===== src/rtl/core/uss_pkg.sv =====
// Shared types and constants for the UTF-8 surrogate sanitizer.
package uss_pkg;

  localparam int unsigned QDepth = 4;
  localparam int unsigned QAw    = $clog2(QDepth);

  typedef logic [7:0] byte_t;

  // Sequence lengths claimed by a lead byte.
  localparam logic [2:0] SeqLen2 = 3'd2;
  localparam logic [2:0] SeqLen3 = 3'd3;
  localparam logic [2:0] SeqLen4 = 3'd4;

  // U+FFFD in UTF-8, first byte out in slot 0.
  localparam logic [3:0][7:0] ReplBytes = {8'h00, 8'hBD, 8'hBF, 8'hEF};
  localparam logic [1:0]      ReplLast  = 2'd2;

  // One unit of work handed from the front to the back: up to four bytes.
  typedef struct packed {
    logic [3:0][7:0] bytes;
    logic [1:0]      last_idx;
    logic            eos;
  } job_t;

  typedef struct packed {
    byte_t out_byte;
    logic  run_last;
    logic  string_done;
  } out_beat_t;

endpackage


===== src/rtl/core/uss_in_if.sv =====
// Input channel: one raw string byte per beat.
interface uss_in_if;
  logic       valid;
  logic       ready;
  logic [7:0] in_byte;
  logic       end_of_string;

  modport source (output valid, output in_byte, output end_of_string, input ready);
  modport sink   (input valid, input in_byte, input end_of_string, output ready);
endinterface


===== src/rtl/core/uss_out_if.sv =====
// Output channel: one cleaned byte per beat.
interface uss_out_if;
  logic       valid;
  logic       ready;
  logic [7:0] out_byte;
  logic       run_last;
  logic       string_done;

  modport source (output valid, output out_byte, output run_last, output string_done,
                  input ready);
  modport sink   (input valid, input out_byte, input run_last, input string_done,
                  output ready);
endinterface


===== src/rtl/core/uss_front.sv =====
// Front end: decodes input bytes, tracks the open sequence, builds output jobs.
module uss_front (
  input  logic          clk_i,
  input  logic          rst_ni,
  input  logic          in_valid_i,
  input  uss_pkg::byte_t in_byte_i,
  input  logic          eos_i,
  output logic          in_ready_o,
  input  logic          q_full_i,
  output logic          push_o,
  output uss_pkg::job_t job_o
);
  import uss_pkg::*;

  logic [23:0] held_q, held_d;
  logic [1:0]  pend_q, pend_d;
  logic [2:0]  seqlen_q, seqlen_d;
  logic        good_q, good_d;

  logic        fire;
  logic        has_out;
  logic [2:0]  lead_len;
  logic [1:0]  pend_n;
  logic        good_n;
  logic        pass;

  assign in_ready_o = !q_full_i;
  assign fire       = in_valid_i && in_ready_o;
  assign push_o     = fire && has_out;

  always_comb begin
    held_d   = held_q;
    pend_d   = pend_q;
    seqlen_d = seqlen_q;
    good_d   = good_q;
    has_out  = 1'b0;
    lead_len = 3'd0;
    pend_n   = pend_q - 2'd1;
    good_n   = good_q && (in_byte_i[7:6] == 2'b10);
    pass     = 1'b0;
    job_o    = '{bytes: '0, last_idx: 2'd0, eos: eos_i};

    if (pend_q == 2'd0) begin
      if (!in_byte_i[7]) begin
        has_out        = 1'b1;
        job_o.bytes[0] = in_byte_i;
      end else if (in_byte_i[7:5] == 3'b110) begin
        lead_len = SeqLen2;
      end else if (in_byte_i[7:4] == 4'b1110) begin
        lead_len = SeqLen3;
      end else if (in_byte_i[7:3] == 5'b11110) begin
        lead_len = SeqLen4;
      end else begin
        has_out        = 1'b1;
        job_o.bytes    = ReplBytes;
        job_o.last_idx = ReplLast;
      end

      if (lead_len != 3'd0) begin
        if (eos_i) begin
          // String ends right on a lead byte.
          has_out        = 1'b1;
          job_o.bytes    = ReplBytes;
          job_o.last_idx = ReplLast;
        end else begin
          held_d   = {16'h0000, in_byte_i};
          pend_d   = lead_len[1:0] - 2'd1;
          seqlen_d = lead_len;
          good_d   = 1'b1;
        end
      end
    end else if (pend_n == 2'd0) begin
      // Sequence complete: pass it or replace it as a whole.
      pass = good_n;
      if (seqlen_q == SeqLen3 && held_q[11:8] == 4'hD && held_q[5]) begin
        pass = 1'b0;
      end
      has_out = 1'b1;
      if (pass) begin
        case (seqlen_q)
          SeqLen2: begin
            job_o.bytes[0] = held_q[7:0];
            job_o.bytes[1] = in_byte_i;
            job_o.last_idx = 2'd1;
          end
          SeqLen3: begin
            job_o.bytes[0] = held_q[15:8];
            job_o.bytes[1] = held_q[7:0];
            job_o.bytes[2] = in_byte_i;
            job_o.last_idx = 2'd2;
          end
          SeqLen4: begin
            job_o.bytes[0] = held_q[23:16];
            job_o.bytes[1] = held_q[15:8];
            job_o.bytes[2] = held_q[7:0];
            job_o.bytes[3] = in_byte_i;
            job_o.last_idx = 2'd3;
          end
          default: begin
            job_o.bytes[0] = in_byte_i;
          end
        endcase
      end else begin
        job_o.bytes    = ReplBytes;
        job_o.last_idx = ReplLast;
      end
      held_d   = '0;
      pend_d   = 2'd0;
      seqlen_d = 3'd0;
      good_d   = 1'b1;
    end else if (eos_i) begin
      // String cut short inside a sequence.
      has_out        = 1'b1;
      job_o.bytes    = ReplBytes;
      job_o.last_idx = ReplLast;
      held_d         = '0;
      pend_d         = 2'd0;
      seqlen_d       = 3'd0;
      good_d         = 1'b1;
    end else begin
      held_d = {held_q[15:0], in_byte_i};
      pend_d = pend_n;
      good_d = good_n;
    end
  end

  always_ff @(posedge clk_i or negedge rst_ni) begin
    if (!rst_ni) begin
      held_q   <= '0;
      pend_q   <= 2'd0;
      seqlen_q <= 3'd0;
      good_q   <= 1'b1;
    end else if (fire) begin
      held_q   <= held_d;
      pend_q   <= pend_d;
      seqlen_q <= seqlen_d;
      good_q   <= good_d;
    end
  end

endmodule


===== src/rtl/core/uss_queue.sv =====
// Short job queue between front and back.
module uss_queue (
  input  logic          clk_i,
  input  logic          rst_ni,
  input  logic          push_i,
  input  uss_pkg::job_t data_i,
  output logic          full_o,
  input  logic          pop_i,
  output logic          empty_o,
  output uss_pkg::job_t data_o
);
  import uss_pkg::*;

  job_t             mem_q [QDepth];
  logic [QAw-1:0]   wptr_q, rptr_q;
  logic [QAw:0]     cnt_q;

  assign full_o  = (cnt_q == (QAw+1)'(QDepth));
  assign empty_o = (cnt_q == '0);
  assign data_o  = mem_q[rptr_q];

  always_ff @(posedge clk_i) begin
    if (push_i) begin
      mem_q[wptr_q] <= data_i;
    end
  end

  always_ff @(posedge clk_i or negedge rst_ni) begin
    if (!rst_ni) begin
      wptr_q <= '0;
      rptr_q <= '0;
      cnt_q  <= '0;
    end else begin
      if (push_i) begin
        wptr_q <= wptr_q + 1'b1;
      end
      if (pop_i) begin
        rptr_q <= rptr_q + 1'b1;
      end
      if (push_i && !pop_i) begin
        cnt_q <= cnt_q + 1'b1;
      end else if (pop_i && !push_i) begin
        cnt_q <= cnt_q - 1'b1;
      end
    end
  end

endmodule


===== src/rtl/core/uss_back.sv =====
// Back end: serializes each job into output beats, one byte per beat.
module uss_back (
  input  logic               clk_i,
  input  logic               rst_ni,
  input  logic               job_valid_i,
  input  uss_pkg::job_t      job_i,
  output logic               pop_o,
  output logic               out_valid_o,
  input  logic               out_ready_i,
  output uss_pkg::out_beat_t out_o
);
  import uss_pkg::*;

  job_t       cur_q;
  logic       cur_valid_q;
  logic [1:0] idx_q;

  logic fire;
  logic last;
  logic done;

  assign last  = (idx_q == cur_q.last_idx);
  assign fire  = cur_valid_q && out_ready_i;
  assign done  = fire && last;
  assign pop_o = job_valid_i && (!cur_valid_q || done);

  assign out_valid_o       = cur_valid_q;
  assign out_o.out_byte    = cur_q.bytes[idx_q];
  assign out_o.run_last    = last;
  assign out_o.string_done = last && cur_q.eos;

  always_ff @(posedge clk_i) begin
    if (pop_o) begin
      cur_q <= job_i;
    end
  end

  always_ff @(posedge clk_i or negedge rst_ni) begin
    if (!rst_ni) begin
      cur_valid_q <= 1'b0;
      idx_q       <= 2'd0;
    end else if (pop_o) begin
      cur_valid_q <= 1'b1;
      idx_q       <= 2'd0;
    end else if (done) begin
      cur_valid_q <= 1'b0;
      idx_q       <= 2'd0;
    end else if (fire) begin
      idx_q <= idx_q + 2'd1;
    end
  end

endmodule


===== src/rtl/core/utf8_surrogate_sanitizer.sv =====
// UTF-8 sanitizer top level: front decoder, job queue, output serializer.
//
// Input channel in_i: one raw string byte per beat, end_of_string set on the
// final byte of a string. Output channel out_o: one cleaned byte per beat.
// Plain ASCII passes through. A valid 2, 3 or 4 byte sequence is released
// in one burst when its last byte arrives; a broken sequence, a stray lead or
// continuation byte, a 3-byte surrogate or a string cut short becomes the
// three bytes EF BF BD. run_last marks the last output beat caused by one
// input beat; string_done marks the final output beat of a string.
//
// Throughput: one input beat per cycle while the job queue has room and one
// output beat per cycle while out_o.ready is high. An input beat that
// expands to N output bytes occupies the output for N beats; the four-entry
// job queue absorbs the difference, and in_i.ready drops only when that
// queue is full. With the serializer idle, the queue takes the job at the
// accepting edge, then the serializer loads it into its own register, which
// drives the first output byte.
// Reset: clears the open sequence, empties the queue and drops out_o.valid.
// Receiver stall: the current output beat holds; the front keeps taking
// input until the queue fills.
module utf8_surrogate_sanitizer (
  input  logic    clk_i,
  input  logic    rst_ni,
  uss_in_if.sink  in_i,
  uss_out_if.source out_o
);
  import uss_pkg::*;

  job_t      fr_job;
  job_t      q_job;
  logic      fr_push;
  logic      q_full;
  logic      q_empty;
  logic      bk_pop;
  out_beat_t bk_beat;

  // Decode bytes and build jobs.
  uss_front u_front (
    .clk_i      (clk_i),
    .rst_ni     (rst_ni),
    .in_valid_i (in_i.valid),
    .in_byte_i  (in_i.in_byte),
    .eos_i      (in_i.end_of_string),
    .in_ready_o (in_i.ready),
    .q_full_i   (q_full),
    .push_o     (fr_push),
    .job_o      (fr_job)
  );

  // Buffer jobs so the front keeps running while replacements drain.
  uss_queue u_queue (
    .clk_i   (clk_i),
    .rst_ni  (rst_ni),
    .push_i  (fr_push),
    .data_i  (fr_job),
    .full_o  (q_full),
    .pop_i   (bk_pop),
    .empty_o (q_empty),
    .data_o  (q_job)
  );

  // Serialize jobs onto the output channel.
  uss_back u_back (
    .clk_i       (clk_i),
    .rst_ni      (rst_ni),
    .job_valid_i (!q_empty),
    .job_i       (q_job),
    .pop_o       (bk_pop),
    .out_valid_o (out_o.valid),
    .out_ready_i (out_o.ready),
    .out_o       (bk_beat)
  );

  assign out_o.out_byte    = bk_beat.out_byte;
  assign out_o.run_last    = bk_beat.run_last;
  assign out_o.string_done = bk_beat.string_done;

endmodule


===== src/flat_wrapper.sv =====
// flat-port wrapper written by rule: the top's interface ports become plain ports
module utf8_surrogate_sanitizer_flat import uss_pkg::*;
  (clk_i, rst_ni, in_i_valid, in_i_in_byte, in_i_end_of_string, in_i_ready, out_o_valid, out_o_out_byte, out_o_run_last, out_o_string_done, out_o_ready);
  uss_in_if in_i_i ();
  uss_out_if out_o_i ();
  input  logic clk_i;
  input  logic rst_ni;
  input wire logic [$bits(in_i_i.valid)-1:0] in_i_valid;
  input wire logic [$bits(in_i_i.in_byte)-1:0] in_i_in_byte;
  input wire logic [$bits(in_i_i.end_of_string)-1:0] in_i_end_of_string;
  output wire logic [$bits(in_i_i.ready)-1:0] in_i_ready;
  output wire logic [$bits(out_o_i.valid)-1:0] out_o_valid;
  output wire logic [$bits(out_o_i.out_byte)-1:0] out_o_out_byte;
  output wire logic [$bits(out_o_i.run_last)-1:0] out_o_run_last;
  output wire logic [$bits(out_o_i.string_done)-1:0] out_o_string_done;
  input wire logic [$bits(out_o_i.ready)-1:0] out_o_ready;
  assign in_i_i.valid = in_i_valid;
  assign in_i_i.in_byte = in_i_in_byte;
  assign in_i_i.end_of_string = in_i_end_of_string;
  assign in_i_ready = in_i_i.ready;
  assign out_o_valid = out_o_i.valid;
  assign out_o_out_byte = out_o_i.out_byte;
  assign out_o_run_last = out_o_i.run_last;
  assign out_o_string_done = out_o_i.string_done;
  assign out_o_i.ready = out_o_ready;
  utf8_surrogate_sanitizer u_core (.clk_i(clk_i), .rst_ni(rst_ni), .in_i(in_i_i), .out_o(out_o_i));
endmodule

===== config.mk =====
export PLATFORM = sky130hd
export DESIGN_NAME = utf8_surrogate_sanitizer_flat
export DESIGN_NICKNAME = d
export VERILOG_FILES = /design/src/rtl/core/uss_pkg.sv /design/src/rtl/core/uss_in_if.sv /design/src/rtl/core/uss_out_if.sv /design/src/rtl/core/uss_front.sv /design/src/rtl/core/uss_queue.sv /design/src/rtl/core/uss_back.sv /design/src/rtl/core/utf8_surrogate_sanitizer.sv /design/src/flat_wrapper.sv
export SDC_FILE = /design/constraint.sdc
export NUM_CORES = 1
export LEC_CHECK = 0
export ABC_CLOCK_PERIOD_IN_PS = 10900
export BUFFER_PORTS_ARGS = -buffer_cell sky130_fd_sc_hd__buf_2
export CORE_MARGIN = 4
export CORE_UTILIZATION = 55
export CTS_CLUSTER_DIAMETER = 30
export DETAILED_ROUTE_END_ITERATION = 16
export PLACE_DENSITY = 0.72
export SLEW_MARGIN = 10
export SYNTH_ARGS = -nofsm -noshare
export SYNTH_HDL_FRONTEND = slang
export SYNTH_SLANG_ARGS = --single-unit

===== constraint.sdc =====
create_clock -name clk_i -period 10.9 [get_ports clk_i]
set_input_delay 0 -clock clk_i [delete_from_list [all_inputs] [get_ports clk_i]]
set_output_delay 0 -clock clk_i [all_outputs]
set_load 0.03 [all_outputs]

* Word level (Yosys, flattened, before mapping)
Memories as Yosys holds them, arrays and structs flattened. A register that Yosys moved wholly into a read port is not among the register bits. Cells that the tools add are included. Widths: inputs -> output; s select.
Storage, ports and cells: flip-flop bits (word level) 40, memory bits (writable) 140, output and inout bits 12, memories 1
Memory list:
- u_core.u_queue.mem_q | words 4, width 35, rd ports 1, clocked after Yosys merged registers in 1, wr ports 1, RTL line uss_queue.sv:14 | job_t mem_q [QDepth];
Cells by class: add/sub/neg operators 7, magnitude comparators 1, eq/ne operators 12, multiplexer cells 65, reduce and logical (&&, ||, !) cells 27
Operators with widths (number):
- $mux 34 | 5
- $mux 24 | 6
- $mux 26 | 4
- $pmux 8 s3 | 2
- $mux 3 | 12
- $mux 8 | 3
- $mux 1 | 21
- $mux 2 | 9
- $bmux 8 s2 | 1
- $pmux 8 s2 | 1
- $logic_and 1x1->1 | 11
- $eq 3x3->1 const B | 3
- $reduce_bool 3->1 | 3
- $eq 4x4->1 const B | 2
- $add 2x1->2 const B | 3
- $eq 3x2->1 const B | 2
- $pmux 2 s3 | 1
- $eq 5x5->1 const B | 1
- $logic_not 1->1 | 5
- $logic_not 2->1 | 2
- $reduce_and 4->1 | 1
- $reduce_bool 2->1 | 2
- $sub 2x1->2 const B | 2
- $add 3x1->3 const B | 1
- other kinds (9) | 9

* Longest topological paths before layout
word-level depth 14, depth in mapped cells 12, gate-level depth less buffers 12

* Hierarchy
Synthesis repeated with hierarchy kept, for this count alone.
Unflattened totals: cell total of the unflattened synthesis 540, area, all modules 9297.7 µm²
Modules (own cells, without submodules):
- uss_queue | instances 1, cells an instance 217, area an instance 5500.3 µm², seq. area each 4379.2 µm²
- uss_front | instances 1, cells an instance 252, area an instance 2306.0 µm², seq. area each 752.0 µm²
- uss_back | instances 1, cells an instance 70, area an instance 1487.7 µm², seq. area each 1126.1 µm²
- utf8_surrogate_sanitizer | instances 1, cells an instance 1, area an instance 3.8 µm², seq. area each 0.0 µm²

* Worst setup path before layout
Ideal clock, no wire load.
path kind register -> register, start register u_core.u_back.idx_q[0], end register u_core.u_queue.cnt_q[1], setup time 0.125 ns, arrival 3.821 ns, data required time 10.775 ns, path slack 6.954 ns, cell stages (with the launch flop) 10, buffers on the path 1, period minus slack after synthesis 3.946 ns, path through dfrtp_1 -> buf_2 -> xnor2_1 -> nand3_1 -> a21oi_1 -> inv_1 -> ha_1 -> inv_1 -> fa_1 -> mux2_2
On the way: longest elaborated chain between the ends 7
RTL lines:
- start: declaration | RTL line uss_back.sv:16 | logic [1:0] idx_q;
- start signal: assignment | RTL line uss_back.sv:49 | idx_q <= idx_q + 2'd1;
- $eq 2x2->1 (*) | RTL line uss_back.sv:22 | assign last = (idx_q == cur_q.last_idx);
- $logic_and 1x1->1 (*) | RTL line uss_back.sv:24 | assign done = fire && last;
- $logic_or 1x1->1 (*) | RTL line uss_back.sv:25 | assign pop_o = job_valid_i && (!cur_valid_q || done);
- $logic_and 1x1->1 (*) | RTL line uss_back.sv:25
- named net u_core.bk_pop | RTL line utf8_surrogate_sanitizer.sv:34 | logic bk_pop;
- $logic_not 1->1 | RTL line uss_queue.sv:40 | if (push_i && !pop_i) begin
- $logic_and 1x1->1 | RTL line uss_queue.sv:40
- $mux 3 / $reduce_bool 2->1 (equally long branches)
- end signal: assignment | RTL line uss_queue.sv:41 | cnt_q <= cnt_q + 1'b1;
- end signal: assignment | RTL line uss_queue.sv:43 | cnt_q <= cnt_q - 1'b1;
- end: declaration | RTL line uss_queue.sv:16 | logic [QAw:0] cnt_q;
The timed path passes the listed nets; every way through them passes the cells marked *. A chain may end at the register's enable or synchronous reset.

==> summary by stage <==
Status
The flow ran to the end, and the final reports show no timing, DRC or antenna violations.

Clock network
The post-CTS clock slew at the launch and capture registers of the worst setup and hold paths is approximately 50 ps. The worst-skew pair later-pin latency is 500 ps. The total CTS buffers is 38. Hold repair after CTS inserted 11 buffers. The number of sinks driven by the clock tree is roughly 220. The CTS tree is yes.

The cell at the root of the clock tree is clkbuf_16. The clock passes through at most 3 buffers. In this run, post-CTS repair resized a total of 0 instances.

The CTS H-tree depth is 2. The post-CTS repair timing setup buffer count is 0.

Final layout
The final standard cell count with taps included and fillers excluded is 867. The number of fill cells is 1,129. In the final layout, flip-flops and latches occupy 6259 um^2. The ratio of cells with drive above 1 in the final layout is 26.12%. The net count of the finished layout is 641. The number of diodes added for antenna fixing is 0. Relative to the synthesized area, the layout overhead comes to 18.08%. The multi-input gate area in the final layout is 2801 um^2.

Detailed routing
In the routed layout, each cell is associated on average with a via count of roughly 6. For this run, design rule violations remaining after detail routing come to 0. The count of TritonRoute iterations in the first routing pass is 5. Summed over all layers, the routed wires come to 18,630 um. After detailed routing, the average wire length per cell comes to 21.49 um. The detailed router's first-iteration violation count is 685. The count of nets left with antenna violations once routing finished came out at 0. The routed layout has 5,152 vias.

Logic synthesis
For this run, the number of Yosys warnings is 0. Of the post-synthesis cell area, the dominant cell type holds 56.66%. The flip-flop and latch count after synthesis is approximately 220. In this run, distinct cell masters in the synthesized netlist total 57.

The count of flip-flops with a built-in enable after synthesis is roughly 180. A synthesized cell averages 16.27 um^2. In the synthesized netlist the async set-or-reset flop fraction comes to a little under a fifth. In the synthesized netlist the dominant register cell turns out to be edfxtp_1.

Of the synthesized area, sequential elements account for 67.46%. The dominant cell type by area after synthesis is edfxtp_1. The post-synthesis instance area is 9275 um^2. The synthesized netlist cell count is between 500 and 600. In the post-synthesis netlist, the biggest area contributors are edfxtp_1 (57%), dfrtp_1 (11%), mux4_2 (10%).

Floorplanning
The area of the core is 16,580 um^2. For this configuration, the core starts out at a cell density of 55.93%. The die is 137.9 um tall. The number of top-level pins is 25. The number of placement rows is 47. The die outline area is between 15,000 and 20,000 um^2.

The die is around 140 um wide.

STA
The max-slew violation count is 0. The slew at the pin closest to its max-slew limit is 1132 ps. The number of hold violations in the final report is 0.

The fmax is about 360 MHz. In this run the tightest slew margin relative to its limit is 24.25%. Across the routed clock network, the largest skew measured is 17.01 ps.

Counting I/O delays and the setup requirement, the final critical path takes 2801 ps. Setup violations remaining at the end of the flow were counted as 0. Setup repair after global routing left no endpoint under its margin.

For the final routed database, the setup TNS stands at 0 ps. The ratio of final minimum period to clock period is 25.70%.

Critical path
On the critical path, the stage with the largest delay is an instance of dfrtp_1. The critical path in this run is classified as flop to flop. STA puts the critical path data arrival time at 3040 ps. The worst register-to-register path has a depth of 5. The biggest fanout along the worst timing path is 22.

STA classifies the critical path endpoint as a flop. The critical path goes through and3b_1 > nand3_2 > nand2_2 > a211oi_1 > o211ai_1. The endpoint of the worst-slack reg-to-reg timing path is u_core.u_queue.mem_q[0][8]$_DFFE_PP_. The worst-case register-to-register setup slack is 8100 ps. In this run the worst setup path terminates at u_core.u_queue.mem_q[0][8]$_DFFE_PP_. At the worst endpoint, the required time is about 11,000 ps. The launching point of the worst reg2reg path is u_core.u_front.seqlen_q[0]$_DFFE_PN0P_.

The start point of the critical path is u_core.u_front.seqlen_q[0]$_DFFE_PN0P_. STA classifies the critical path startpoint as a flop. In this design, the stage delay of the slowest critical-path cell is 730 ps.

Power
The worst-case IR drop observed on VDD is 174.1 uV. The power per cell area is 308.1 nW/um^2. The leakage power total is 0.003849 uW.

GRT
The sum of overflow across all layers after global routing is 0. For this run, the total global-route usage over all layers was measured as 20.92%. Entering global routing, the biggest net connects 54 pins. The global-route layer with the greatest usage is met2.

The initial antenna violation count is 0. The met2 capacity usage during global routing is 32.21%. The number of global-route vias before repair is between 5,000 and 6,000. The global-route wire length before repair is 29,890 um. Global routing consumed, on the met3 layer, around 4.4% of the routing resources. The met1 track utilization from global routing is between 30 and 40%.

Placed design
The detailed placement HPWL is about 11,000 um. The final weighted congestion in routability-driven placement is 0.8376. The number of placed instances with taps included is around 790. The number of port buffers is 24.

Job
Across the run, the number of max-cap violations was 0.

Hold path
The worst min-delay path class is primary input to flop.
-- power by group --
part	total [uW]	internal (uW)	switching, uW
combinational	843	338	505
clock	1170	794	375
sequential	1360	1220	148
total	3370	2350	1030
-- synth_stat cells, drive strengths merged, types with 4 or more instances --
master and instances:
a22oi 4, o21ai 46, mux2i 15, nand3 4, a221oi 18, nor2 12
and2 13, a21oi 10, clkbuf 10, a211oi 8, inv 10, nand2 70
mux2 13, nor3 8, xnor2 6, dfrtp 39, buf 27, o211ai 6
mux4 43, edfxtp 175, ha 8
-- worst max-delay path: cells and delay by family, from the launching register on --
| kind | cells | cell delay (ps) |
|---|---|---|
| AOI/OAI and AO/OA | 2 | 500 |
| and+or+nand+nor | 3 | 1310 |
| DFF | 1 | 730 |
-- worst min-delay path by stage --
stage               startpoint                                   end  slack [ps]  depth (start not counted)
floorplan               rst_ni    u_core.u_back.idx_q[0]$_DFFE_PN0P_        -300                          0
global placement        rst_ni  u_core.u_front.held_q[5]$_DFFE_PN0P_         190                          1
detailed placement      rst_ni  u_core.u_front.held_q[5]$_DFFE_PN0P_         200                          1
CTS                 in_i_valid  u_core.u_queue.wptr_q[0]$_DFFE_PN0P_         130                          5
global route        in_i_valid  u_core.u_queue.wptr_q[0]$_DFFE_PN0P_         150                          5
finish              in_i_valid  u_core.u_queue.wptr_q[0]$_DFFE_PN0P_         140                          5
-- through the flow --
stage	instance area (um^2)	util, %	hold WS (ps)	setup WS, ps	total power, uW
2_1_floorplan	9286	-	-295.6	6954	1965
5_1_grt	10950	66.04	150.9	7861	3546
6_report	10950	66.04	135.4	8099	3375
3_3_place_gp	9553	57.61	187.4	8238	2175
3_5_place_dp	9553	57.61	203.5	8136	2214
4_1_cts	10950	66.04	128.2	8105	3405
-- cell usage in the layout, fill, tap and decap left out, types with 4 or more instances in the layout --
master | Yosys | routed
buf_4 | 3 | 8
buf_2 | 17 | 24
nor3_1 | 6 | 6
xnor2_1 | 6 | 6
inv_1 | 9 | 9
dfrtp_1 | 39 | 38
clkinv_4 | 0 | 4
clkinv_2 | 0 | 4
o211ai_1 | 6 | 6
nor2_1 | 12 | 12
a221oi_2 | 7 | 7
mux4_2 | 43 | 43
a221oi_1 | 11 | 11
a22oi_1 | 4 | 4
conb_1 | 1 | 4
o21ai_0 | 4 | 4
bufinv_16 | 0 | 6
ha_1 | 8 | 8
dlygate4sd3_1 | 0 | 11
edfxtp_1 | 175 | 175
o21ai_1 | 41 | 41
clkinv_1 | 0 | 6
and2_1 | 13 | 13
a21oi_1 | 10 | 9
clkbuf_1 | 10 | 4
mux2_2 | 9 | 9
clkbuf_16 | 0 | 39
a211oi_1 | 8 | 8
mux2i_1 | 15 | 15
nand2_1 | 69 | 69
-- logic make-up (layout without fill, tap and decap cells) --
group | Yosys count | after routing | share of synthesized area, %
buffers and inverters | 47 | 121 | 2.657
AND/OR/NAND/NOR | 118 | 118 | 6.327
flip-flops | 215 | 215 | 67.46
adder cells (fa/ha/maj) | 9 | 9 | 1.295
other | 1 | 4 | 0.04043
multiplexers | 71 | 71 | 13.76
XOR/XNOR | 9 | 9 | 0.8499
AO/OA/AOI/OAI | 100 | 100 | 7.609
-- registers in the layout, indices dropped and copies added (netlist names) --
signal	flops
u_core.u_back.out_valid_o	1
u_core.u_queue.cnt_q	3
u_core.u_back.cur_q	35
u_core.u_queue.rptr_q	2
u_core.u_front.good_q	1
u_core.u_queue.mem_q	140
u_core.u_back.idx_q	2
u_core.u_front.pend_q	2
u_core.u_front.held_q	24
u_core.u_front.seqlen_q	3
u_core.u_queue.wptr_q	2
-- layout make-up --
| cell class | instances | share of cell area [%] |
|---|---|---|
| Timing Repair Buffer | 43 | 2.651 |
| Tap cell | 220 | 2.513 |
| Multi-Input combinational cell | 311 | 25.58 |
| Clock buffer | 43 | 9.048 |
| Clock inverter | 25 | 2.719 |
| Sequential cell | 215 | 57.15 |
| Inverter | 10 | 0.3427 |
-- per-layer routing --
layer  up-vias  share of wire, %
met4         0               1.8
met3        33               6.3
met5         -                 0
li1       2323                 -
met2       186                48
met1      2610                44
Note: power is estimated with default switching activity, not from simulation.
